`config.mk`:
```
export PLATFORM = sky130hd
export DESIGN_NAME = scs_div
export DESIGN_NICKNAME = d
export VERILOG_FILES = /design/src/hw/rtl/scs_div.sv
export SDC_FILE = /design/constraint.sdc
export NUM_CORES = 1
export LEC_CHECK = 0
export BUFFER_PORTS_ARGS = -buffer_cell sky130_fd_sc_hd__buf_2
export CORE_AREA = 3 3 174 176
export CTS_CLUSTER_DIAMETER = 30
export DETAILED_ROUTE_END_ITERATION = 6
export DIE_AREA = 0 0 177 179
export GPL_ROUTABILITY_DRIVEN = 0
export PLACE_DENSITY = 0.76
export RECOVER_POWER = 100
export SLEW_MARGIN = 15
export SYNTH_ARGS = -nofsm -noshare
export SYNTH_HDL_FRONTEND = slang
export SYNTH_SLANG_ARGS = --single-unit
```
`constraint.sdc`:
```
create_clock -name clk -period 15.9 [get_ports clk]
set_input_delay 0.795 -clock clk [delete_from_list [all_inputs] [get_ports clk]]
set_output_delay 0.795 -clock clk [all_outputs]
set_load 0.05 [all_outputs]
```
`src/hw/rtl/scs_div.sv`:
```
// scs_div: iterative signed divider, one quotient bit per cycle, truncation toward zero
// no dependencies
module scs_div (
  input  logic               clk,
  input  logic               rst,
  input  logic               start,
  input  logic signed [63:0] num,
  input  logic signed [63:0] den,
  output logic               done,
  output logic signed [63:0] quo
);
  logic [63:0] rem;
  logic [63:0] q;
  logic [63:0] dabs;
  logic        neg;
  logic [6:0]  cnt;
  logic        busy;
  logic [64:0] trial;

  // restoring step
  assign trial = {rem[63:0], q[63]} - {1'b0, dabs};

  always_ff @(posedge clk) begin
    done <= 1'b0;
    if (rst) begin
      busy <= 1'b0;
      done <= 1'b0;
    end else if (start) begin
      busy <= 1'b1;
      cnt  <= 7'd0;
      rem  <= 64'd0;
      q    <= num[63] ? 64'(-num) : num;
      dabs <= den[63] ? 64'(-den) : den;
      neg  <= num[63] ^ den[63];
    end else if (busy) begin
      if (!trial[64]) begin
        rem <= trial[63:0];
        q   <= {q[62:0], 1'b1};
      end else begin
        rem <= {rem[62:0], q[63]};
        q   <= {q[62:0], 1'b0};
      end
      cnt <= cnt + 7'd1;
      if (cnt == 7'd63) begin
        busy <= 1'b0;
        done <= 1'b1;
      end
    end
  end

  assign quo = neg ? 64'(-q) : q;
endmodule

```
==> metrics.md <==
| Metric | Value |
|---|---|
| Net count after synthesis | around 1900 |
| # rows | 62 |
| IO Count | between 150 and 200 |
| Worst Path Arrival | 7.33 ns |
| Clock transition at path regs | approximately 0.05 ns |
| Most common cell after layout, fill and taps aside | edfxtp_1 |
| DR vias | around 14000 |
| Gr busiest metal | met2 |
| Setup crit end kind | flip-flop |
| Max frequency | 138 MHz |
| Met3 Use GR | 0.0608 |
| Slowest stage delay, CP | 3.67 ns |
| GR Layer Usage met2 | 0.429 |
| Overall power | 2.33 mW |
| Post-synthesis sequential area ratio | 0.381 |
| CTS Buffer Depth | 3 |
| Slowest CP cell | clkbuf_1 |
| Syn. warnings | 0 |
| WP data required | ~16 ns |
| Hpwl dp | 30.1 mm |
| Violated checks | capacitance limit, slew limit |
| Setup TNS Final | 0 ns |
| Fraction of registers with async set/reset | 0 |
| Largest net degree at the start of global routing | roughly 120 |
| Max VDD drop | 0.0803 mV |
| Fin. max-slew vios | approximately 570 |
| Most used cell, CP | clkbuf_1 |
| CTS H-tree depth | 2 |
| Maxcap violations | 8 |
| Die X | 177 microns |
| Worst hold path startpoint | busy$_SDFF_PP0_ |
| Critical Path Start Type | input port |
| Top_reg_cell synth | edfxtp_1 |
| Met1 usage | 0.345 |
| Worst setup margin | between 8 and 9 ns |
| Leakage | 7.28 nW |
| Setup CP Type | in -> reg |
| Floorplan Core Area | 28800 sq um |
| Drt first pass iters | 5 |
| Clock skew | ~0.028 ns |
| Fillers | roughly 2400 |
| Register bit count reported by yosys | 202 |
| Pwr Density | between 100 and 150 nW/um^2 |
| Top post-synthesis cells by area | edfxtp_1, xnor2_1, ha_1, xor2_1, a21oi_1 |
| Nets@finish | about 2100 |
| Antenna viol nets, final | 0 |
| Total GRT Usage | 0.260 |
| First-pass GRT wire length | roughly 67 mm |
| Netlist cell types | 70 |
| Tcrit/Tclk final | 0.455 |
| FF-to-FF Start | q[63]$_DFFE_PP_ |
| Hold buffer count at cts | 0 |
| Number of global-route vias before repair | 13300 |
| Synth top area share | 0.378 |
| Wirelength per Cell | around 18 microns |
| Routed WL | roughly 42 mm |
| Dominant cell type by area after synthesis | edfxtp_1 |
| Congestion Overflow GR | 0 |
| Clk Latency, worst-skew pair | ~0.55 ns |
| Die area | between 30000 and 40000 sq um |
| Initial cell density of the core | 0.552 |
| Synthesis-to-layout area growth | 17.0% |
| DIE HEIGHT | 179 microns |
| Avg Vias per Cell | approximately 6 |
| CTS tree | done |
| Slew @ Worst Pin | 5.00 ns |
| Post_cts resized | 0 |
| Cells after Synth | approximately 1700 |
| Most frequent cells in the layout | edfxtp_1, nor2_1, xnor2_1 |
| Worst-path maximum fanout | approximately 110 |
| Post-placement setup slack | 10.75 ns |
| CP Launch Point | start |
| # clock sinks | about 200 |
| Syn Std Cell Area | around 16000 sq um |
| Slew HR | -2.33 |
| Hold Violations, Final | 0 |
| RSZ-0062 raised after global routing | false |
| Status | finished with violations |
| DRC | 0 |
| Starting DRT DRC Count | around 1000 |
| Design area | about 19000 sq um |
| Setup violators final | 0 |
| Post-place instance area | ~17000 sq um |
| CP Cell Sequence | clkbuf_1, clkbuf_1, o21ai_0 |
| EDFF count, synth | 200 |
| Finished Core Util | 0.646 |
| Fraction of layout cells with a size suffix above 1 | 0.126 |
| Root Buffer | clkbuf_16 |
| CTS Buf Count | a little under 50 |
| Syn Area/Cell | ~9 sq um |
| Final Critical Period | 7.23 ns |
| IO buf count | a little under 200 |
| Antenna violations before repair | 11 |
| HP Class | reg -> reg |
| Setup Fix Bufs, Post-CTS | 0 |
report_power, final:
group	switching [mW]	internal [mW]	total [mW]
logic	0.415	0.239	0.654
registers	0.0325	0.657	0.690
clock network	0.320	0.669	0.989
routing by layer:
| layer | vias to the layer above | part of all wire |
|---|---|---|
| met5 | - | 0.0020 |
| met4 | 16 | 0.023 |
| met3 | 93 | 0.080 |
| met2 | 511 | 0.46 |
| met1 | 6556 | 0.43 |
| li1 | 6665 | - |
through the flow:
stage               hold WS [ns]  instances
floorplan                  0.460       1721
global placement           0.478       2221
detailed placement         0.490       2221
CTS                        0.471       2311
global route               0.506       2314
finish                     0.495       2315
kinds of logic (layout without fill, tap and decap cells):
family | count (synthesis) | after routing | synth area share
simple gates | 521 | 521 | 0.168
compound gates | 433 | 433 | 0.172
xor+xnor | 246 | 246 | 0.136
flops | 202 | 202 | 0.381
buf+inv | 177 | 383 | 0.0427
mux | 73 | 73 | 0.0468
fa+ha+maj | 69 | 69 | 0.0548
other cells | 0 | 4 | 0
final timing paths:
| check | cells after the start | end | slack [ns] |
|---|---|---|---|
| hold / removal | 1 | done$_SDFF_PP0_ | 0.49 |
| setup / recovery | 3 | q[0]$_DFFE_PP_ | 8.67 |
| setup reg to reg | 15 | rem[19]$_SDFFCE_PP0P_ | 9.33 |
| hold reg to reg | 1 | done$_SDFF_PP0_ | 0.49 |
critical path: cells and delay by family:
family / cells / cell delay (ns)
compound gates: 1 / 0.43
buf+inv: 2 / 6.02
Yosys cell counts, drive strengths merged (17+ instances only):
cell type    n
nand2      121
nand4       27
or3         40
xor2        83
inv         91
clkbuf      72
mux2i       63
o31ai       55
a21o        33
o21ai      106
nand2b      17
nor2       172
ha          68
o41ai       31
nor3        23
nand3       22
a21oi      132
or4         32
xnor2      163
edfxtp     200
flip-flops by register name (all words and copies together), names as in the netlist:
name and count:
rem 64, cnt 7, dabs 64, busy 1
q 64, done 1, neg 1
final cells by class:
cell class,instances,area (sq um),area share
inverters,91,342,0.0184
repair buffers,202,920,0.0495
flip-flops and latches,202,6050,0.325
multi-input cells,1342,9150,0.492
well taps,384,480,0.0258
diodes,4,10.0,0.000539
clock inverters,36,379,0.0204
clock buffers,54,1270,0.0681
(Power assumes the default switching activity.)
